## config.mk

```make
export PLATFORM = sky130hd
export DESIGN_NAME = rtpb_merge
export DESIGN_NICKNAME = d
export VERILOG_FILES = /design/src/rtpb_pkg.sv /design/src/rtpb_merge.sv
export SDC_FILE = /design/constraint.sdc
export NUM_CORES = 1
export LEC_CHECK = 0
export CAP_MARGIN = 20
export CORE_ASPECT_RATIO = 0.8
export CORE_MARGIN = 3
export CORE_UTILIZATION = 70
export CTS_BUF_LIST = sky130_fd_sc_hd__clkbuf_8
export CTS_CLUSTER_DIAMETER = 60
export CTS_CLUSTER_SIZE = 28
export DETAILED_ROUTE_END_ITERATION = 16
export DONT_BUFFER_PORTS = 1
export PLACE_DENSITY = 0.86
export SLEW_MARGIN = 20
export SYNTH_ARGS = -nofsm -noshare
export SYNTH_HDL_FRONTEND = slang
export SYNTH_SLANG_ARGS = --single-unit
```

## constraint.sdc

```tcl
create_clock -name clk_i -period 16.95 [get_ports clk_i]
set_input_delay 3.39 -clock clk_i [delete_from_list [all_inputs] [get_ports clk_i]]
set_output_delay 3.39 -clock clk_i [all_outputs]
set_load 0.05 [all_outputs]
```

## src/rtpb_pkg.sv

```systemverilog
`timescale 1ns / 1ps

package rtpb_pkg;

  localparam int CORDIC_STAGES = 16;
  localparam int TABLE_LEN     = 24;
  localparam int NUM_STAGES    = (CORDIC_STAGES < TABLE_LEN) ? CORDIC_STAGES : TABLE_LEN;
  localparam int STAGE_W       = $clog2(TABLE_LEN);

  // Angle arithmetic, radians in Q.24.
  localparam int ANG_W   = 28;
  localparam int NUM_W   = 41;
  localparam int CNT_W   = $clog2(NUM_W + 1);

  localparam logic [25:0]        ANG_K314    = 26'd52680458;
  localparam logic [ANG_W-1:0]   ANG_PI      = 28'd52707178;
  localparam logic [ANG_W-1:0]   ANG_TWO_PI  = 28'd105414357;
  localparam logic [ANG_W-1:0]   ANG_HALF_PI = 28'd26353589;
  localparam logic [ANG_W-1:0]   CORDIC_GAIN = 28'd10188014;

  // Reduction modulo two pi: the quotient by two pi is estimated from the
  // upper dividend bits times floor(2^40 / two pi); the estimate is low by at
  // most one, so a single compare and subtract finishes the remainder.
  localparam int                 MOD_SHIFT        = 20;
  localparam logic [13:0]        ANG_TWO_PI_RECIP = 14'd10430;

  // Configuration register indexes.
  localparam logic [2:0] REG_CENTER_X = 3'd0;
  localparam logic [2:0] REG_CENTER_Y = 3'd1;
  localparam logic [2:0] REG_SCALE    = 3'd2;
  localparam logic [2:0] REG_OFFSET_X = 3'd3;
  localparam logic [2:0] REG_OFFSET_Y = 3'd4;
  localparam logic [2:0] REG_ROTATION = 3'd5;

  // Operation kinds.
  localparam logic [1:0] KIND_FWD = 2'd0;
  localparam logic [1:0] KIND_INV = 2'd1;
  localparam logic [1:0] KIND_BOX = 2'd2;

  localparam int NUM_LANES = 4;

  typedef struct packed {
    logic               busy;
    logic signed [15:0] cos_v;
    logic signed [15:0] sin_v;
  } trig_t;

  typedef struct packed {
    logic signed [15:0] x;
    logic signed [15:0] y;
  } point_t;

  function automatic logic [ANG_W-1:0] atan_q24(input logic [STAGE_W-1:0] idx);
    logic [ANG_W-1:0] r;
    case (idx)
      5'd0:    r = 28'd13176795;
      5'd1:    r = 28'd7778716;
      5'd2:    r = 28'd4110060;
      5'd3:    r = 28'd2086331;
      5'd4:    r = 28'd1047214;
      5'd5:    r = 28'd524117;
      5'd6:    r = 28'd262123;
      5'd7:    r = 28'd131069;
      default: r = ANG_W'(28'd65536 >> (idx - 5'd8));
    endcase
    return r;
  endfunction

endpackage

```

## src/rtpb_merge.sv

```systemverilog
`timescale 1ns / 1ps

module rtpb_merge (
  input  logic             clk_i,
  input  rtpb_pkg::point_t lane_i [rtpb_pkg::NUM_LANES],
  input  logic             box_i,
  output rtpb_pkg::point_t min_o,
  output rtpb_pkg::point_t max_o
);

  rtpb_pkg::point_t min_d, max_d, min_q, max_q;

  always_comb begin
    min_d = lane_i[0];
    max_d = lane_i[0];
    if (box_i) begin
      for (int k = 1; k < rtpb_pkg::NUM_LANES; k++) begin
        if (lane_i[k].x < min_d.x) min_d.x = lane_i[k].x;
        if (lane_i[k].y < min_d.y) min_d.y = lane_i[k].y;
        if (lane_i[k].x > max_d.x) max_d.x = lane_i[k].x;
        if (lane_i[k].y > max_d.y) max_d.y = lane_i[k].y;
      end
    end
  end

  always_ff @(posedge clk_i) begin
    min_q <= min_d;
    max_q <= max_d;
  end

  assign min_o = min_q;
  assign max_o = max_q;

endmodule

```

# [Yosys cells after proc, flatten, opt, wreduce, memory -nomap -nowiden]
# Cells that the tools add are included.
[totals] ff_bits=64 in_bits=130 out_inout_bits=64
[classes] order_cmp=12 muxes=22
[op_table] cell="16-bit two-way mux" count=20
[op_table] cell="16-bit greater-than comparator" count=6
[op_table] cell="16-bit less-than comparator" count=6
[op_table] cell="32-bit two-way mux" count=2

# [Logic depth before layout (Yosys ltp)]
[logic_depth] word_depth=9 depth_mapped=36

# [Worst setup path before layout]
# No wires, ideal clock.
[synth_path] kind="input-to-reg" startpoint="input port lane_i[111] (netlist bit)" endpoint="register min_q, in the netlist min_o[14]" setup_time_ns=0.070 arrival_time_ns=9.973 slack_ns=6.907 cell_stages=32 path_buffers=3 cell_sequence="inv_1 -> ha_1 -> nand4_1 -> nor4_2 -> o21a_1 -> nor4_2 -> nor2_1 -> clkbuf_1 -> nor2_1 -> a21oi_1 -> ha_1 -> a21o_1 -> a21o_1 -> a21o_1 -> a21o_1 -> a21oi_1 -> o211ai_1 -> a31oi_4 -> clkbuf_1 -> mux2_2 -> ha_1 -> a21o_1 -> a21o_1 -> a21oi_1 -> nor2_1 -> a2111oi_0 -> o22ai_1 -> nor3_1 -> a211oi_4 -> buf_6 -> mux2_1 -> a21oi_1"
[synth_rtl] item="from (decl)" line_no="rtpb_merge.sv:5" rtl="input rtpb_pkg::point_t lane_i [rtpb_pkg::NUM_LANES],"
[synth_rtl] item="to (signal assigned)" line_no="rtpb_merge.sv:27" rtl="min_q <= min_d;"
[synth_rtl] item="to (decl)" line_no="rtpb_merge.sv:11" rtl="rtpb_pkg::point_t min_d, max_d, min_q, max_q;"

==> impl_metrics.tcl <==
set metrics [dict create \
    io_pins 194 \
    numClockSinks 64 \
    start_util_pct 73.8 \
    drc 0 \
    layout-drive-gt1-share_pct 10.1 \
    n_fill_cell 881 \
    slew_viol_final 0 \
    pre_cts_ws_ns 5.38 \
    crit_family "simple AND/OR/NAND/NOR gates" \
    synthCells 1045 \
    grt_max_degree 58 \
    final_core_util_pct 76.4 \
    ys_ff_latch 64 \
    synth_area_um2 8260 \
    layout_setup_ws_ns 5.85 \
    fin_crit_ns 11.10 \
    synth_seq_area_share_pct 15.5 \
    synthTopCellsByArea "ha_1, dfxtp_1, mux2_2" \
    cts.clk_slew.worst_paths_ns 0.08 \
    detail-route-antenna-nets 0 \
    io_buffers 0 \
    vias 8035 \
    grt_use_met1_pct 51.2 \
    grt_pass1_wl_mm 38.9 \
    power.density_nw_per_um2 121 \
    ctsResizeCount 0 \
    final_cells 1171 \
    synth.avg_cell_area_um2 7.90 \
    via_per_inst 6.86 \
    clock_path_buffers 2 \
    path_buf_inv 2 \
    drtIter0Drc 925 \
    ir_worst_vdd_v 0.000109 \
    htreeDepth 3 \
    grt_usage_pct 37.2 \
    cts_made_buffers 9 \
    setup_viol 0 \
    slew_headroom_pct 31.1 \
    synth_flop_cell "dfxtp_1" \
    max_stage_delay_ns 0.73 \
    cp-start-kind "input port" \
    hold_class "input port to flop" \
    wl_per_cell_um 21.5 \
    finalSetupTns_ns 0 \
    post_cts_buffers 0 \
    worstMarginPinSlew_ns 1.03 \
    worstPathRequired_ns 17.14 \
    dp_hpwl_mm 20.6 \
    rsz0062_at_grt "no" \
    row_count 34 \
    gr-total-overflow 0 \
    status "finished clean" \
    hold_viol 0 \
    tritoncts "built" \
    slowest_stage "nand2b_1" \
    drt_first_pass_iters 6 \
    synth_edf_count 0 \
    ys_types 70 \
    critPathMostFrequentCell "ha_1" \
    yosys_warnings 0 \
    final_nets 1304 \
    die_area_um2 13100 \
    grt.busiest_layer "met2" \
    leakage_nw 4.11 \
    gp_congestion 1.01 \
    synth_top_area_share_pct 23.0 \
    die-width_um 127 \
    die_y_um 103 \
    fmax_mhz 90.1 \
    syn_nets 1327 \
    grt_use_met3_pct 15.5 \
    yosysMostFrequentCell "ha_1" \
    antenna_found_initial 0 \
    syn_to_final_growth_pct 3.44 \
    hold_buffers 0 \
    diodes 0 \
    netlist_top_cells_count "ha_1, nor2_1, inv_1" \
    synthArstFlopShare_pct 0 \
    crit_type "input port to flop" \
    use_met2_pct 54.5 \
    core_um2 11200 \
    crit_arrival_ns 11.29 \
    cp-end-kind "flop" \
    maxCapViolCount 0 \
    yosysTopAreaCell "ha_1" \
    total_power_mw 1.04 \
    wl_mm 25.2 \
    fin_crit_sh_pct 65.5 \
    dp.cells 1155 \
    cts_root_buf "clkbuf_8" \
    cp_max_fo 18 \
    grt_pass1_vias 7482 \
]
[flip-flops by register name, summed over array words and instances (netlist names)]
name   count
min_o     32
max_o     32
[stage by stage]
stage,area [um2],hold slack (ns)
floorplan,8260,3.55
detailed placement,8310,3.50
global placement,8310,3.49
CTS,8540,3.12
finish,8540,3.14
global route,8540,3.12
[cell usage in the layout (no fill, tap or decap), types with 4 or more instances in the layout]
cell,synthesis,layout
a211oi_1,29,29
ha_1,152,152
nor2b_1,13,13
dfxtp_1,64,64
o21ai_1,12,12
a221oi_1,28,28
nor2_1,117,116
and2_1,4,4
inv_1,85,85
nand3_1,15,15
or2_2,14,14
o211ai_1,7,7
nand2b_1,7,7
a31oi_1,4,4
mux2i_1,51,50
or3_1,5,5
o21a_1,17,17
nor3_1,27,27
a211o_1,4,4
nand4_1,28,28
mux2_2,46,46
o21ai_0,26,26
buf_4,3,6
a21oi_1,81,81
nand2_1,76,76
clkbuf_8,0,10
a21o_1,37,37
[layout make-up]
| type | count | area (um2) | share of cell area, % |
|---|---|---|---|
| tap | 144 | 180 | 2.11 |
| sequential | 64 | 1280 | 15.0 |
| clock inverter | 6 | 91.3 | 1.07 |
| timing repair buffer | 6 | 45.0 | 0.527 |
| multi-input combinational | 855 | 6480 | 75.9 |
| inverter | 86 | 323 | 3.78 |
| clock buffer | 10 | 138 | 1.61 |
[power breakdown]
group	leakage, nW	internal [mW]	switching [mW]
Combinational	3.47	0.220	0.306
Sequential	0.540	0.192	0.166
Clock	0.105	0.0872	0.0662
[metal layers]
metal	part of all wire, %	up-vias
li1	-	3818
met1	43	3690
met2	40	473
met3	14	54
met4	2.3	0
met5	0	-
[path summary, 6_finish.rpt]
kind                        start        end  slack, ns  cells past startpoint
worst max-delay path  lane_i[127]  max_o[24]       5.85                     28
worst min-delay path        box_i   min_o[6]       3.14                      1
[logic make-up after synthesis]
logic type | Yosys count | synth area share, %
AO/OA/AOI/OAI | 280 | 23.8
XOR/XNOR | 2 | 0.212
adder cells (fa/ha/maj) | 153 | 23.2
buffers and inverters | 126 | 6.14
flip-flops | 64 | 15.5
multiplexers | 99 | 12.8
AND/OR/NAND/NOR | 321 | 18.4
Note: power is estimated with default switching activity, not from simulation.
