## config.mk

```make
export PLATFORM = sky130hd
export DESIGN_NAME = rtpb_lane
export DESIGN_NICKNAME = d
export VERILOG_FILES = /design/src/rtpb_pkg.sv /design/src/rtpb_lane.sv
export SDC_FILE = /design/constraint.sdc
export NUM_CORES = 2
export LEC_CHECK = 0
export ABC_AREA = 1
export BUFFER_PORTS_ARGS = -buffer_cell sky130_fd_sc_hd__buf_2
export CORE_MARGIN = 2
export CORE_UTILIZATION = 25
export CTS_CLUSTER_SIZE = 16
export DETAILED_ROUTE_END_ITERATION = 8
export PLACE_DENSITY_LB_ADDON = 0.15
export SLEW_MARGIN = 20
export SYNTH_ARGS = -nofsm -noshare
export SYNTH_HDL_FRONTEND = slang
export SYNTH_SLANG_ARGS = --single-unit
```

## constraint.sdc

```tcl
create_clock -name clk_i -period 5.75 [get_ports clk_i]
set_input_delay 0.575 -clock clk_i [delete_from_list [all_inputs] [get_ports clk_i]]
set_output_delay 0.575 -clock clk_i [all_outputs]
set_load 0.005 [all_outputs]
```

## src/rtpb_pkg.sv

```systemverilog
`timescale 1ns / 1ps

package rtpb_pkg;

  localparam int CORDIC_STAGES = 16;
  localparam int TABLE_LEN     = 24;
  localparam int NUM_STAGES    = (CORDIC_STAGES < TABLE_LEN) ? CORDIC_STAGES : TABLE_LEN;
  localparam int STAGE_W       = $clog2(TABLE_LEN);

  // Angle arithmetic, radians in Q.24.
  localparam int ANG_W   = 28;
  localparam int NUM_W   = 41;
  localparam int CNT_W   = $clog2(NUM_W + 1);

  localparam logic [25:0]        ANG_K314    = 26'd52680458;
  localparam logic [ANG_W-1:0]   ANG_PI      = 28'd52707178;
  localparam logic [ANG_W-1:0]   ANG_TWO_PI  = 28'd105414357;
  localparam logic [ANG_W-1:0]   ANG_HALF_PI = 28'd26353589;
  localparam logic [ANG_W-1:0]   CORDIC_GAIN = 28'd10188014;

  // Reduction modulo two pi: the quotient by two pi is estimated from the
  // upper dividend bits times floor(2^40 / two pi); the estimate is low by at
  // most one, so a single compare and subtract finishes the remainder.
  localparam int                 MOD_SHIFT        = 20;
  localparam logic [13:0]        ANG_TWO_PI_RECIP = 14'd10430;

  // Configuration register indexes.
  localparam logic [2:0] REG_CENTER_X = 3'd0;
  localparam logic [2:0] REG_CENTER_Y = 3'd1;
  localparam logic [2:0] REG_SCALE    = 3'd2;
  localparam logic [2:0] REG_OFFSET_X = 3'd3;
  localparam logic [2:0] REG_OFFSET_Y = 3'd4;
  localparam logic [2:0] REG_ROTATION = 3'd5;

  // Operation kinds.
  localparam logic [1:0] KIND_FWD = 2'd0;
  localparam logic [1:0] KIND_INV = 2'd1;
  localparam logic [1:0] KIND_BOX = 2'd2;

  localparam int NUM_LANES = 4;

  typedef struct packed {
    logic               busy;
    logic signed [15:0] cos_v;
    logic signed [15:0] sin_v;
  } trig_t;

  typedef struct packed {
    logic signed [15:0] x;
    logic signed [15:0] y;
  } point_t;

  function automatic logic [ANG_W-1:0] atan_q24(input logic [STAGE_W-1:0] idx);
    logic [ANG_W-1:0] r;
    case (idx)
      5'd0:    r = 28'd13176795;
      5'd1:    r = 28'd7778716;
      5'd2:    r = 28'd4110060;
      5'd3:    r = 28'd2086331;
      5'd4:    r = 28'd1047214;
      5'd5:    r = 28'd524117;
      5'd6:    r = 28'd262123;
      5'd7:    r = 28'd131069;
      default: r = ANG_W'(28'd65536 >> (idx - 5'd8));
    endcase
    return r;
  endfunction

endpackage

```

## src/rtpb_lane.sv

```systemverilog
`timescale 1ns / 1ps

module rtpb_lane (
  input  logic               clk_i,
  input  rtpb_pkg::point_t   pt_i,
  input  rtpb_pkg::point_t   pivot_i,
  input  rtpb_pkg::point_t   dst_i,
  input  logic signed [15:0] cos_i,
  input  logic signed [15:0] sin_i,
  output rtpb_pkg::point_t   pt_o
);

  logic signed [16:0] dx_q, dy_q;
  logic signed [32:0] cx_q, sx_q, cy_q, sy_q;
  rtpb_pkg::point_t   dst1_q, dst2_q, pt_q, pt_d;
  logic signed [33:0] rx, ry;
  logic signed [19:0] rxr, ryr;
  logic signed [20:0] ox, oy;

  function automatic logic signed [15:0] sat16(input logic signed [20:0] v);
    if (v > 21'sd32767) return 16'sh7fff;
    if (v < -21'sd32768) return 16'sh8000;
    return v[15:0];
  endfunction

  assign rx  = 34'(cx_q) - 34'(sy_q);
  assign ry  = 34'(sx_q) + 34'(cy_q);
  assign rxr = 20'((rx + 34'sd8192) >>> 14);
  assign ryr = 20'((ry + 34'sd8192) >>> 14);
  assign ox  = 21'(rxr) + 21'(dst2_q.x);
  assign oy  = 21'(ryr) + 21'(dst2_q.y);

  always_comb begin
    pt_d.x = sat16(ox);
    pt_d.y = sat16(oy);
  end

  always_ff @(posedge clk_i) begin
    dx_q   <= 17'(pt_i.x) - 17'(pivot_i.x);
    dy_q   <= 17'(pt_i.y) - 17'(pivot_i.y);
    dst1_q <= dst_i;
    cx_q   <= 33'(cos_i) * 33'(dx_q);
    sx_q   <= 33'(sin_i) * 33'(dx_q);
    cy_q   <= 33'(cos_i) * 33'(dy_q);
    sy_q   <= 33'(sin_i) * 33'(dy_q);
    dst2_q <= dst1_q;
    pt_q   <= pt_d;
  end

  assign pt_o = pt_q;

endmodule

```

# Word-level counts from Yosys, hierarchy flattened
# Index checks and enable logic that the tools add are counted.
# op_classes
n_addsub,8
n_mul,4
magnitude_cmp,4
mux,14
# ops
cell,n
$mul A16 B17 Y33,4
$mux W16,8
$add A34 B15 Y34 const B,2
$add A20 B16 Y21,2
$gt A21 B16 Y1 const B,2
$lt A21 B16 Y1 const B,2
$add A33 B33 Y34,1
$sub A16 B16 Y17,2
$sub A33 B33 Y34,1
$mux W1,6
# word_totals
register_bits,262
inputBits,129

# Logic depth before layout (Yosys ltp)
# logic_depth
word_depth,8
depth_mapped,30
depth_no_buf,29

# Worst setup path before layout
# No wires, ideal clock.
# synth_path
path_type,input to register
from,in sin_i[3]
to,reg sx_q[32]
setup_ns,0.072
t_arrival_ns,5.763
t_required_ns,5.678
setup_slack_ns,-0.084
path_stages,21
path_cell_list,clkbuf_1 -> clkbuf_1 -> nand2_1 -> inv_1 -> fa_1 -> fa_1 -> inv_1 -> fa_1 -> fa_1 -> inv_1 -> fa_1 -> fa_1 -> ha_1 -> nand2_1 -> nor2_1 -> inv_1 -> nor2_1 -> nand3_1 -> or2_2 -> nand2_1 -> xor2_1
# synth_between
elab_chain_len,1
# synth_rtl
item,line_no,rtl
from (decl),rtpb_lane.sv:9,"input logic signed [15:0] sin_i,"
$mul A16 B17 Y33,rtpb_lane.sv:43,sx_q <= 33'(sin_i) * 33'(dx_q);
to (signal assigned),rtpb_lane.sv:43,
to (decl),rtpb_lane.sv:14,"logic signed [32:0] cx_q, sx_q, cy_q, sy_q;"
# Every way passes these cells.

# Final worst setup path
# layout_path
from,reg dy_q[16]
to,reg sy_q[22]
# layout_between
elab_chain_len,1
# layout_rtl
item,line_no,rtl
from (decl),rtpb_lane.sv:13,"logic signed [16:0] dx_q, dy_q;"
from (signal assigned),rtpb_lane.sv:40,dy_q <= 17'(pt_i.y) - 17'(pivot_i.y);
$mul A16 B17 Y33,rtpb_lane.sv:45,sy_q <= 33'(sin_i) * 33'(dy_q);
to (signal assigned),rtpb_lane.sv:45,
to (decl),rtpb_lane.sv:14,
# Every way passes these cells.

==> reports/results.ini <==
[status]
status=finished, final reports clean

[synth]
ys.flop_type=dfxtp_1
syn-num-nets=8952
ys_seq_area_frac=0.0927
synthTopCellsByArea=fa_1 (39%), inv_1 (13%), ha_1 (12%)
yosys.area.top_type=fa_1
syn-cell-area_um2=56600
synth_top_area_share=0.392
synth.avg_cell_area_um2=7.88
synthDistinctLibCells=47
async_flop_share=0
yosys_warnings=0
syn_inst=7179
synth-edff-count=0
ys_ff_latch=262

[worst_setup_path]
rr_endpoint=sy_q[22]
cp_max_fo=5
path_depth=23
path_cells=clkbuf_16 > buf_6 > nand2_2 > inv_2 > fa_2 > inv_2 > fa_1 > inv_2 > fa_2 > fa_1 > fa_1 > inv_1 > fa_1 > inv_2 > ha_4 > buf_4 > a21oi_4 > o21ai_2 > a21oi_2 > nand3_2 > buf_4 > buf_6 > xor2_4
path_delay_family=adder cells
critical_path_class=reg -> reg
slowest_stage=fa_2
r2r_start=dy_q[16]
ff2ff_setup_slack_ps=50
startpoint_type=flop
max_stage_delay_ps=600
r2r_cells=23
cp_data_required_time_ps=6250
endpoint_kind=flop
crit_buf_inv=10
worstPathArrival_ps=6210

[global_routing]
antenna_found_initial=12
grt_max_degree=31
grt.total_usage=0.159
overflow=0
grt_pass1_vias=49596
grt_pass1_wl_um=285000

[sta]
max_freq_mhz=175
skew_ps=40.6
rsz0062_at_grt=true
setup_viol=0
worstMarginPinSlew_ps=690
fin_crit_ps=5700
finalHoldViolCount=0
slew_headroom=0.536
report.final.slew_viol_count=0
holdWs_ps=54.8
finalCritPeriodShare=0.992

[cts]
htreeDepth=2
clock-sinks=262
cts_root_buffer=clkbuf_16
clk_pin_slew_ps=70
cts_buffer_depth=3
cts-buffers-inserted=38
cts_tree=done
insertion_delay_ps=650

[detailed_routing]
ant_nets=0
drtIter0Drc=2168
routed_wl_um=186000
first_pass_iters=8
num_vias=46255
wl_per_cell_um=16.9
drc=0
vias_per_cell=4.21

[die]
chipHeight_um=480
io_pins=161
rows=174
core_um2=225000
die_x_um=480
initial_core_util=0.251
dieArea_um2=230000

[place]
postPlaceCellArea_um2=66500
place_congestion=0.866
place.port_buffers=160
dp_cells=10821
hpwlAfterDp_um=158000

[finish]
mostFrequentLayoutCells=inv_1 (1969), nand2_1 (1692), fa_1 (1078), buf_4 (676), ha_1 (469)
drive_above_1_share=0.181
utilization=0.317
layout.nets=9750
final_area_um2=71200
final_common_cell=inv_1
areaGrowthSynthToFinish_pct=25.9
finalNonFillerCells=10996

[worst_hold_path]
min_from=dst_i[15]
hp-class=in -> reg
min_to=dst1_q[15]
min_path_cells=1

[flow_run]
cap_violations=0

## cell families after synthesis
logic type,Yosys count,synth area share
adder cells (fa/ha/maj),1644,0.511
flip-flops,262,0.0927
AO/OA/AOI/OAI,535,0.0531
AND/OR/NAND/NOR,2249,0.157
buffers and inverters,2257,0.150
XOR/XNOR,232,0.0361
## stage by stage
stage / setup WS (ps) / setup TNS [ps]
after floorplan: -1.41 / -1.41
after global placement: -847 / -36060
after detailed placement: -851 / -36290
after CTS: -52.3 / -52.3
after global routing: -186 / -1540
final: 47.0 / 0
## sequential cells by signal, summed over array words and instances, names as in the netlist
name / cells
dst2_q: 32
dx_q: 17
pt_o: 32
dst1_q: 32
cx_q: 33
dy_q: 17
cy_q: 33
sx_q: 33
sy_q: 33
## synthesized netlist by cell type (all sizes together), types with 10 or more instances
| cell type | count |
|---|---|
| a21boi | 16 |
| a21o | 29 |
| a21oi | 269 |
| a31oi | 13 |
| buf | 13 |
| clkbuf | 220 |
| dfxtp | 262 |
| fa | 1108 |
| ha | 536 |
| inv | 2024 |
| nand2 | 1758 |
| nand3 | 109 |
| nand3b | 12 |
| nand4 | 41 |
| nor2 | 270 |
| nor3 | 39 |
| nor4 | 11 |
| o21a | 10 |
| o21ai | 147 |
| o21bai | 18 |
| xnor2 | 90 |
| xor2 | 142 |
## area by class of cell
cell class,instances,area [um^2]
repair buffers,991,8570
inverters,2024,7610
diodes,1,2.50
fillers,24107,154000
well taps,2992,3740
clock inverters,20,188
flip-flops and latches,262,5290
clock buffers,46,1030
multi-input cells,4660,44800
## worst max-delay path by stage
stage | start | end | slack (ps)
6_report | dy_q[16] | sy_q[22] | 50
2_1_floorplan | sin_i[3] | sx_q[32] | -1
3_3_place_gp | sin_i[1] | sy_q[28] | -850
5_1_grt | dy_q[16] | sy_q[28] | -190
4_1_cts | dy_q[12] | sy_q[28] | -50
3_5_place_dp | sin_i[1] | sy_q[28] | -850
## what timing repair did
item | in CTS | in global routing
setup buffers | 2 | 75
endpoints found under the setup margin | 30 | 65
pin swaps | 9 | 185
gates resized for setup | 49 | 485
hold endpoints to repair | 22 | 0
gates cloned | 0 | 12
hold buffers | 22 | 0
## per-layer routing
metal / vias up / share of wire / GRT usage / routed length (um)
met1: 22997 / 0.49 / 0.234 / 91400
met3: 126 / 0.047 / 0.0160 / 8810
li1: 22407 / - / - / -
met4: 4 / 0.013 / 0.0224 / 2350
met2: 721 / 0.45 / 0.256 / 83500
met5: - / 0.00013 / 0 / 25
## worst register-to-register path, cell delays in order, from the launching register on
cell and delay, ps:
dfxtp_4 410, clkbuf_16 210, buf_6 130, nand2_2 60, inv_2 40, fa_2 600
inv_2 80, fa_1 500, inv_2 40, fa_2 530, fa_1 450, fa_1 540
inv_1 50, fa_1 510, inv_2 60, ha_4 270, buf_4 150, a21oi_4 160
o21ai_2 80, a21oi_2 150, nand3_2 130, buf_4 150, buf_6 120, xor2_4 180
Power is not shown: default switching activity piles up to over one toggle a cycle in this logic, so the estimate is an artifact.
