--- src/rtpb_pkg.sv ---
`timescale 1ns / 1ps

package rtpb_pkg;

  localparam int CORDIC_STAGES = 16;
  localparam int TABLE_LEN     = 24;
  localparam int NUM_STAGES    = (CORDIC_STAGES < TABLE_LEN) ? CORDIC_STAGES : TABLE_LEN;
  localparam int STAGE_W       = $clog2(TABLE_LEN);

  // Angle arithmetic, radians in Q.24.
  localparam int ANG_W   = 28;
  localparam int NUM_W   = 41;
  localparam int CNT_W   = $clog2(NUM_W + 1);

  localparam logic [25:0]        ANG_K314    = 26'd52680458;
  localparam logic [ANG_W-1:0]   ANG_PI      = 28'd52707178;
  localparam logic [ANG_W-1:0]   ANG_TWO_PI  = 28'd105414357;
  localparam logic [ANG_W-1:0]   ANG_HALF_PI = 28'd26353589;
  localparam logic [ANG_W-1:0]   CORDIC_GAIN = 28'd10188014;

  // Reduction modulo two pi: the quotient by two pi is estimated from the
  // upper dividend bits times floor(2^40 / two pi); the estimate is low by at
  // most one, so a single compare and subtract finishes the remainder.
  localparam int                 MOD_SHIFT        = 20;
  localparam logic [13:0]        ANG_TWO_PI_RECIP = 14'd10430;

  // Configuration register indexes.
  localparam logic [2:0] REG_CENTER_X = 3'd0;
  localparam logic [2:0] REG_CENTER_Y = 3'd1;
  localparam logic [2:0] REG_SCALE    = 3'd2;
  localparam logic [2:0] REG_OFFSET_X = 3'd3;
  localparam logic [2:0] REG_OFFSET_Y = 3'd4;
  localparam logic [2:0] REG_ROTATION = 3'd5;

  // Operation kinds.
  localparam logic [1:0] KIND_FWD = 2'd0;
  localparam logic [1:0] KIND_INV = 2'd1;
  localparam logic [1:0] KIND_BOX = 2'd2;

  localparam int NUM_LANES = 4;

  typedef struct packed {
    logic               busy;
    logic signed [15:0] cos_v;
    logic signed [15:0] sin_v;
  } trig_t;

  typedef struct packed {
    logic signed [15:0] x;
    logic signed [15:0] y;
  } point_t;

  function automatic logic [ANG_W-1:0] atan_q24(input logic [STAGE_W-1:0] idx);
    logic [ANG_W-1:0] r;
    case (idx)
      5'd0:    r = 28'd13176795;
      5'd1:    r = 28'd7778716;
      5'd2:    r = 28'd4110060;
      5'd3:    r = 28'd2086331;
      5'd4:    r = 28'd1047214;
      5'd5:    r = 28'd524117;
      5'd6:    r = 28'd262123;
      5'd7:    r = 28'd131069;
      default: r = ANG_W'(28'd65536 >> (idx - 5'd8));
    endcase
    return r;
  endfunction

endpackage

--- src/rtpb_sincos.sv ---
`timescale 1ns / 1ps

module rtpb_sincos (
  input  logic        clk_i,
  input  logic        rst_ni,
  input  logic        restart_i,
  input  logic [15:0] scale_i,
  input  logic [15:0] rotation_i,
  output rtpb_pkg::trig_t trig_o
);

  localparam logic [3:0] S_MUL   = 4'd0;
  localparam logic [3:0] S_DIV   = 4'd1;
  localparam logic [3:0] S_EST   = 4'd2;
  localparam logic [3:0] S_SUB   = 4'd3;
  localparam logic [3:0] S_FIX   = 4'd4;
  localparam logic [3:0] S_FOLD  = 4'd5;
  localparam logic [3:0] S_CORD  = 4'd6;
  localparam logic [3:0] S_OUT   = 4'd7;
  localparam logic [3:0] S_READY = 4'd8;

  localparam int W = rtpb_pkg::ANG_W;

  logic [3:0]                     state_q, state_d;
  logic [rtpb_pkg::CNT_W-1:0]     cnt_q, cnt_d;
  logic [rtpb_pkg::NUM_W-1:0]     num_q, num_d;
  logic [W-1:0]                   rem_q, rem_d;
  logic [14:0]                    k_q, k_d;
  logic                           neg_q, neg_d;
  logic                           flip_q, flip_d;
  logic signed [W-1:0]            x_q, x_d, y_q, y_d, z_q, z_d;
  logic signed [15:0]             cos_q, cos_d, sin_q, sin_d;

  logic signed [42:0]             prod;
  logic [15:0]                    divisor;
  logic [16:0]                    drem;
  logic                           dge;
  logic [34:0]                    kest;
  logic [rtpb_pkg::NUM_W-1:0]     kmul;
  logic signed [W:0]              ang_a, ang_b;
  logic signed [W-1:0]            ysh, xsh;
  logic [rtpb_pkg::STAGE_W-1:0]   stage;
  logic signed [W-1:0]            xf, yf;

  function automatic logic signed [15:0] to_q14(input logic signed [W-1:0] v);
    logic signed [W-1:0] t;
    t = (v + W'(512)) >>> 10;
    if (t > W'(16384)) return 16'sd16384;
    if (t < -W'(16384)) return -16'sd16384;
    return t[15:0];
  endfunction

  assign divisor = (scale_i == 16'd0) ? 16'd1 : scale_i;
  assign prod    = 43'($signed(rotation_i)) * $signed({17'd0, rtpb_pkg::ANG_K314});
  assign drem    = {rem_q[15:0], num_q[rtpb_pkg::NUM_W-1]};
  assign dge     = drem >= {1'b0, divisor};
  assign kest    = 35'(num_q[rtpb_pkg::NUM_W-1:rtpb_pkg::MOD_SHIFT]) *
                   35'(rtpb_pkg::ANG_TWO_PI_RECIP);
  assign kmul    = rtpb_pkg::NUM_W'(k_q) * rtpb_pkg::NUM_W'(rtpb_pkg::ANG_TWO_PI);
  assign stage   = cnt_q[rtpb_pkg::STAGE_W-1:0];
  assign ysh     = y_q >>> stage;
  assign xsh     = x_q >>> stage;
  assign xf      = flip_q ? -x_q : x_q;
  assign yf      = flip_q ? -y_q : y_q;

  always_comb begin
    // Truncated remainder takes the dividend sign; then map into (-pi, pi].
    if (neg_q && rem_q != '0) begin
      ang_a = $signed({1'b0, rtpb_pkg::ANG_TWO_PI - rem_q});
    end else begin
      ang_a = $signed({1'b0, rem_q});
    end
    if (ang_a > $signed({1'b0, rtpb_pkg::ANG_PI})) begin
      ang_b = ang_a - $signed({1'b0, rtpb_pkg::ANG_TWO_PI});
    end else begin
      ang_b = ang_a;
    end
  end

  always_comb begin
    state_d = state_q;
    cnt_d   = cnt_q;
    num_d   = num_q;
    rem_d   = rem_q;
    k_d     = k_q;
    neg_d   = neg_q;
    flip_d  = flip_q;
    x_d     = x_q;
    y_d     = y_q;
    z_d     = z_q;
    cos_d   = cos_q;
    sin_d   = sin_q;
    unique case (state_q)
      S_MUL: begin
        neg_d   = prod[42];
        num_d   = prod[42] ? rtpb_pkg::NUM_W'(-prod) : rtpb_pkg::NUM_W'(prod);
        rem_d   = '0;
        cnt_d   = '0;
        state_d = S_DIV;
      end
      S_DIV: begin
        rem_d = W'(dge ? drem - {1'b0, divisor} : drem);
        num_d = {num_q[rtpb_pkg::NUM_W-2:0], dge};
        cnt_d = cnt_q + 1'b1;
        if (cnt_q == rtpb_pkg::CNT_W'(rtpb_pkg::NUM_W - 1)) begin
          rem_d   = '0;
          cnt_d   = '0;
          state_d = S_EST;
        end
      end
      S_EST: begin
        k_d     = kest[34:rtpb_pkg::MOD_SHIFT];
        state_d = S_SUB;
      end
      S_SUB: begin
        rem_d   = W'(num_q - kmul);
        state_d = S_FIX;
      end
      S_FIX: begin
        if (rem_q >= rtpb_pkg::ANG_TWO_PI) begin
          rem_d = rem_q - rtpb_pkg::ANG_TWO_PI;
        end
        state_d = S_FOLD;
      end
      S_FOLD: begin
        x_d    = $signed(rtpb_pkg::CORDIC_GAIN);
        y_d    = '0;
        cnt_d  = '0;
        flip_d = 1'b0;
        if (ang_b > $signed({1'b0, rtpb_pkg::ANG_HALF_PI})) begin
          z_d    = W'(ang_b - $signed({1'b0, rtpb_pkg::ANG_PI}));
          flip_d = 1'b1;
        end else if (ang_b < -$signed({1'b0, rtpb_pkg::ANG_HALF_PI})) begin
          z_d    = W'(ang_b + $signed({1'b0, rtpb_pkg::ANG_PI}));
          flip_d = 1'b1;
        end else begin
          z_d = W'(ang_b);
        end
        state_d = S_CORD;
      end
      S_CORD: begin
        if (!z_q[W-1]) begin
          x_d = x_q - ysh;
          y_d = y_q + xsh;
          z_d = z_q - $signed(rtpb_pkg::atan_q24(stage));
        end else begin
          x_d = x_q + ysh;
          y_d = y_q - xsh;
          z_d = z_q + $signed(rtpb_pkg::atan_q24(stage));
        end
        cnt_d = cnt_q + 1'b1;
        if (cnt_q == rtpb_pkg::CNT_W'(rtpb_pkg::NUM_STAGES - 1)) begin
          state_d = S_OUT;
        end
      end
      S_OUT: begin
        cos_d   = to_q14(xf);
        sin_d   = to_q14(yf);
        state_d = S_READY;
      end
      S_READY: begin
      end
      default: state_d = S_MUL;
    endcase
    if (restart_i) begin
      state_d = S_MUL;
    end
  end

  always_ff @(posedge clk_i or negedge rst_ni) begin
    if (!rst_ni) begin
      state_q <= S_MUL;
      cnt_q   <= '0;
      cos_q   <= 16'sd16384;
      sin_q   <= '0;
    end else begin
      state_q <= state_d;
      cnt_q   <= cnt_d;
      cos_q   <= cos_d;
      sin_q   <= sin_d;
    end
  end

  always_ff @(posedge clk_i) begin
    num_q  <= num_d;
    rem_q  <= rem_d;
    k_q    <= k_d;
    neg_q  <= neg_d;
    flip_q <= flip_d;
    x_q    <= x_d;
    y_q    <= y_d;
    z_q    <= z_d;
  end

  assign trig_o.busy  = state_q != S_READY;
  assign trig_o.cos_v = cos_q;
  assign trig_o.sin_v = sin_q;

endmodule

--- config.mk ---
export PLATFORM = sky130hd
export DESIGN_NAME = rtpb_sincos
export DESIGN_NICKNAME = d
export VERILOG_FILES = /design/src/rtpb_pkg.sv /design/src/rtpb_sincos.sv
export SDC_FILE = /design/constraint.sdc
export NUM_CORES = 2
export LEC_CHECK = 0
export ABC_AREA = 1
export BUFFER_PORTS_ARGS = -buffer_cell sky130_fd_sc_hd__buf_4
export CAP_MARGIN = 20
export CELL_PAD_IN_SITES_DETAIL_PLACEMENT = 2
export CELL_PAD_IN_SITES_GLOBAL_PLACEMENT = 2
export CORE_MARGIN = 4
export CORE_UTILIZATION = 42
export DETAILED_ROUTE_END_ITERATION = 10
export HOLD_SLACK_MARGIN = 0.06
export PLACE_DENSITY = 0.95
export SLEW_MARGIN = 0
export SYNTH_ARGS = -nofsm -noshare
export SYNTH_HDL_FRONTEND = slang
export SYNTH_SLANG_ARGS = --single-unit
--- constraint.sdc ---
create_clock -name clk_i -period 16.93 [get_ports clk_i]
set_input_delay 3.386 -clock clk_i [delete_from_list [all_inputs] [get_ports clk_i]]
set_output_delay 3.386 -clock clk_i [all_outputs]
set_load 0.01 [all_outputs]
Word level (Yosys, flattened, before mapping)
Cells that the tools add are included.
- bits in read-only memories: 0
- RAM bits: 0
- memories kept: 0
- register bits after elaboration: 212
- output and inout bits: 33
- bits of input ports: 35
- latch bits: 0
- word-level logic and storage cells: 130
- reduce and logical (&&, ||, !) cells: 12
- muxes and demuxes: 49
- div/mod/pow operators: 0
- $add $sub $neg: 20
- bitwise operators: 0
- order comparisons: 9
- multipliers: 3
- eq/ne operators: 22
- shift-type cells: 3
- operators with widths (kind ; count):
    $mux 28 ; 15
    $pmux 28 s8 ; 1
    $pmux 28 s2 ; 3
    $mux 16 ; 9
    $pmux 28 s4 ; 1
    $sub 28x28->28 ; 4
    $add 28x28->28 ; 3
    $pmux 41 s2 ; 1
    $add 28x11->28 const B ; 2
    $neg 28->28 ; 2
    $sshr 28x5->28 ; 2
    $sub 28x27->28 const B ; 2
    $mul 16x26->42 const B ; 1
    $mux 41 ; 1
    $neg 41->41 ; 1
    $gt 18x16->1 const B ; 2
    $lt 18x15->1 const B ; 2
    $pmux 4 s9 ; 1
    $mul 21x13->34 const B ; 1
    $gt 29x26->1 const B ; 1
    $gt 29x27->1 const B ; 1
    $lt 29x26->1 const B ; 1
    $mux 29 ; 1
    $sub 29x28->29 const B ; 1
    36 further kinds ; 59

Longest topological paths before layout
- depth after elaboration: 10
- mapped depth: 43
- mapped depth without buffers: 40

Worst setup path after synthesis
Ideal clock, no wire load.
- path kind: input to register
- start: input port rotation_i[13]
- end: register num_q[7] (netlist bit), data pin
- stages: 29
- buffers on the path: 1
- required time: 16663 ps
- data arrival time: 9378 ps
- slack: 7286 ps
- setup time: 267 ps
- path through: inv_1 -> fa_1 -> nor2_1 -> nor2_1 -> ha_1 -> fa_1 -> fa_1 -> fa_1 -> inv_1 -> fa_1 -> inv_1 -> ha_1 -> nand2_1 -> nor4_1 -> nand3_1 -> nand3_1 -> nand2_1 -> o211ai_1 -> a21oi_1 -> o31ai_1 -> nand2_1 -> nand3_1 -> nand2_1 -> inv_1 -> clkbuf_1 -> o21ai_0 -> xnor2_1 -> nand2_1 -> o21ai_0
- longest elaborated chain between the ends: 3
- ends and longest elaborated chain (item ; line ; source):
    start, declared ; rtpb_sincos.sv:8 ; input logic [15:0] rotation_i,
    $mul 16x26->42 ; rtpb_sincos.sv:54 ; assign prod = 43'($signed(rotation_i)) * $signed({17'd0, rtpb_pkg::ANG_K314});
    $mux 41 ; rtpb_sincos.sv:96 ; num_d = prod[42] ? rtpb_pkg::NUM_W'(-prod) : rtpb_pkg::NUM_W'(prod);
    $pmux 41 s2 ; rtpb_sincos.sv:93 ; unique case (state_q)
    named net num_d, one bit ; rtpb_sincos.sv:26 ; logic [rtpb_pkg::NUM_W-1:0] num_q, num_d;
    end signal, assigned ; rtpb_sincos.sv:185 ; num_q <= num_d;
    end, declared ; rtpb_sincos.sv:26 ;
The timed path passes the listed nets, and every way through them passes these cells.
A chain may end at the register's enable or synchronous reset.

Worst setup path after layout
- start: input port rotation_i[13]
- end: register num_q[22] (netlist bit), data pin
- longest elaborated chain between the ends: 4
- ends and longest elaborated chain (item ; line):
    $mul 16x26->42 * ; rtpb_sincos.sv:54
    $neg 41->41 ; rtpb_sincos.sv:96
    $mux 41 * ; rtpb_sincos.sv:96
    $pmux 41 s2 * ; rtpb_sincos.sv:93
    named net num_d, one bit ; rtpb_sincos.sv:26
Mark *: on every way through the listed nets, which the timed path passes. The rest lies on a longest branch.

==> metrics.txt <==
status=completed; CTS Sinks=212; fraction of layout cells with a size suffix above 1=4.700%; Resized cells post-CTS=0; vias after detailed routing=47622; drt first pass iters=5; relative slew slack=25.96%; max incr delay on CP=0.58 ns; Overflow after GRT=0; setup TNS=0 ns; Die Y=331.5 um; register area share after synthesis=14.01%; drt via density=6.218; Syn Nets=7174; post-synthesis cell count=6259; Worst R2R Path Depth=35; first-pass GRT wire length=350700 um; Remaining DRCs=0; Post-CTS Setup Repair Bufs=0; GP Congestion=0.9266; max cap viols=0; Layout area overhead=6.879%; Clock Tree Buf Depth=3; Slew Limit Fails=0; Hold Fails Final Rpt=0; # fillers=12215; Hold Crit Class=reg -> reg; most common cell after layout, fill and taps aside=nand2_1; Hold Crit Start=cos_q[8]$_DFFE_PN0N_; Worst R2R Setup Slack=7.97 ns; Worst-path clk slew=0.06 ns; post-cts hold buffer count=0; crit path launch type=input port; Mapped Avg Cell Area=7.024 sq um; CP max FO=31; post-DP HPWL=169600 um; mapped cell area=43960 sq um; vias in the first global route=55009; Synth area leaders=fa_1 (17%), ha_1 (15%), nand2_1 (12%); Top Ports=68; final non-filler cell total=7659; period utilisation layout=67.80%; Synth Flop Type=edfxtp_1; commonest cells after routing, fill and taps aside=nand2_1 (1455), inv_1 (1110), nor2_1 (534); DP Cell Count=7589; die width=331.5 um; count of cell types in the netlist=66; routed len/inst=30.71 um; Async SR Flop Fraction=19.81%; Total Routing Usage GR=41.38%; Iter 0 DRT Violations=3724; Yosys top cell area share=16.58%; CP dominant cell by count=fa_1; worst path required time=17.27 ns; pin count of the biggest net entering global routing=103; ANT nets after route=0; CP startpoint=rotation_i[13]; CTS tree=done; CTS Buf Count=35; Yosys top cell by area=fa_1; nets=7166; IO buf count=67; clk_lat worst skew=0.67 ns; die footprint=109900 sq um; hold depth=2; row count=118; initial antenna violation count=3; total wire length=235200 um; Synth warnings=0; critical path's slowest cell=fa_1; Setup-failing EPs final=0; Setup crit end kind=flip-flop; Post-synth EDFFs=170; Setup CP Type=in -> reg; WP data arrival=11.82 ns; Core Box Area=103800 sq um; Slew @ Worst Pin=1.106 ns; Initial Util=42.36%; Post-Route Skew=0.06484 ns; Final min period=11.48 ns; fmax=87.12 MHz; synthesis-stage register bit count=212; RSZ-0062 raised after global routing=false; Clock Root Buffer=clkbuf_16; H-tree depth reported by CTS=2; Crit Reg-Reg Startpoint=cnt_q[0]$_DFFE_PN0P_
## cell type report
class / count / area, sq um / area share, %
repair buffers: 102 / 809.5 / 1.723
well taps: 1380 / 1727 / 3.675
inverters: 1138 / 4274 / 9.096
clock buffers: 42 / 963.4 / 2.050
diodes: 2 / 5.005 / 0.01065
multi-input cells: 4762 / 32840 / 69.89
flip-flops and latches: 212 / 6158 / 13.11
clock inverters: 21 / 212.7 / 0.4527
## path summary, 6_finish.rpt
check | end
min | cos_q[8]$_DFFE_PN0N_
max in group asynchronous | cnt_q[0]$_DFFE_PN0P_
max reg2reg | y_q[26]$_SDFFCE_PN0N_
min in group asynchronous | cos_q[3]$_DFFE_PN0N_
max | num_q[22]$_DFFE_PP_
min reg2reg | cos_q[8]$_DFFE_PN0N_
## state kept, by name (all words and copies together) (netlist names), 6 cells and up
register and count:
sin_q 16, x_q 28, cnt_q 6, num_q 41, z_q 28, cos_q 16
k_q 15, y_q 28, rem_q 28
## per-stage QoR
step                hold slack, ns  setup slack [ns]  util [%]  area (sq um)
floorplan                   0.4934             7.286         -         43960
CTS                         0.4925             4.982     45.21         46920
global route                0.5134             5.155     45.26         46980
detailed placement          0.4718             4.857     44.08         45750
global placement            0.4627             5.601     44.04         45710
finish                      0.4881             5.451     45.27         46990
## synthesized netlist by cell type, drive strengths merged (2+ instances only)
| master | n |
|---|---|
| mux2i | 31 |
| ha | 516 |
| edfxtp | 170 |
| o221ai | 13 |
| o31ai | 15 |
| nand4 | 70 |
| o21bai | 11 |
| fa | 364 |
| nor3 | 66 |
| inv | 1134 |
| nand3b | 16 |
| a211oi | 9 |
| o311ai | 5 |
| clkinv | 4 |
| xor2 | 215 |
| o21a | 23 |
| a21oi | 371 |
| nand3 | 328 |
| a21o | 12 |
| a31oi | 26 |
| and3 | 4 |
| o22ai | 4 |
| or2 | 28 |
| o21ai | 414 |
| clkbuf | 74 |
| o211ai | 38 |
| buf | 73 |
| a221o | 2 |
| nor4 | 15 |
| nor2 | 559 |
| nor3b | 4 |
| dfrtp | 41 |
| xnor2 | 83 |
| nand2 | 1499 |
| a21boi | 8 |
## routing by layer
metal  vias to the layer above  track usage, %  share of wire (%)
met1                     23937           41.17                 34
li1                      19993               -                  -
met2                      2378           73.00                 49
met3                      1312           8.554                6.3
met4                         2           36.59                 11
met5                         -               0             0.0055
## logic make-up (layout without fill, tap and decap cells)
family / Yosys count / in the layout / share of synthesized area, %
AND/OR/NAND/NOR: 2591 / 2591 / 24.68
buffers and inverters: 1285 / 1303 / 11.38
AO/OA/AOI/OAI: 961 / 961 / 12.00
adder cells (fa/ha/maj): 880 / 880 / 31.26
XOR/XNOR: 298 / 298 / 5.937
flip-flops: 212 / 212 / 14.01
multiplexers: 32 / 32 / 0.7314
other: 0 / 2 / 0
## critical path: cells and delay by family
kind | cells | cell delay (ns)
buffers and inverters | 6 | 1.05
AND/OR/NAND/NOR | 10 | 2.23
XOR/XNOR | 1 | 0.17
adder cells (fa/ha/maj) | 7 | 3.49
AO/OA/AOI/OAI | 5 | 1.46
Power is not shown: default switching activity piles up to over one toggle a cycle in this logic, so the estimate is an artifact.
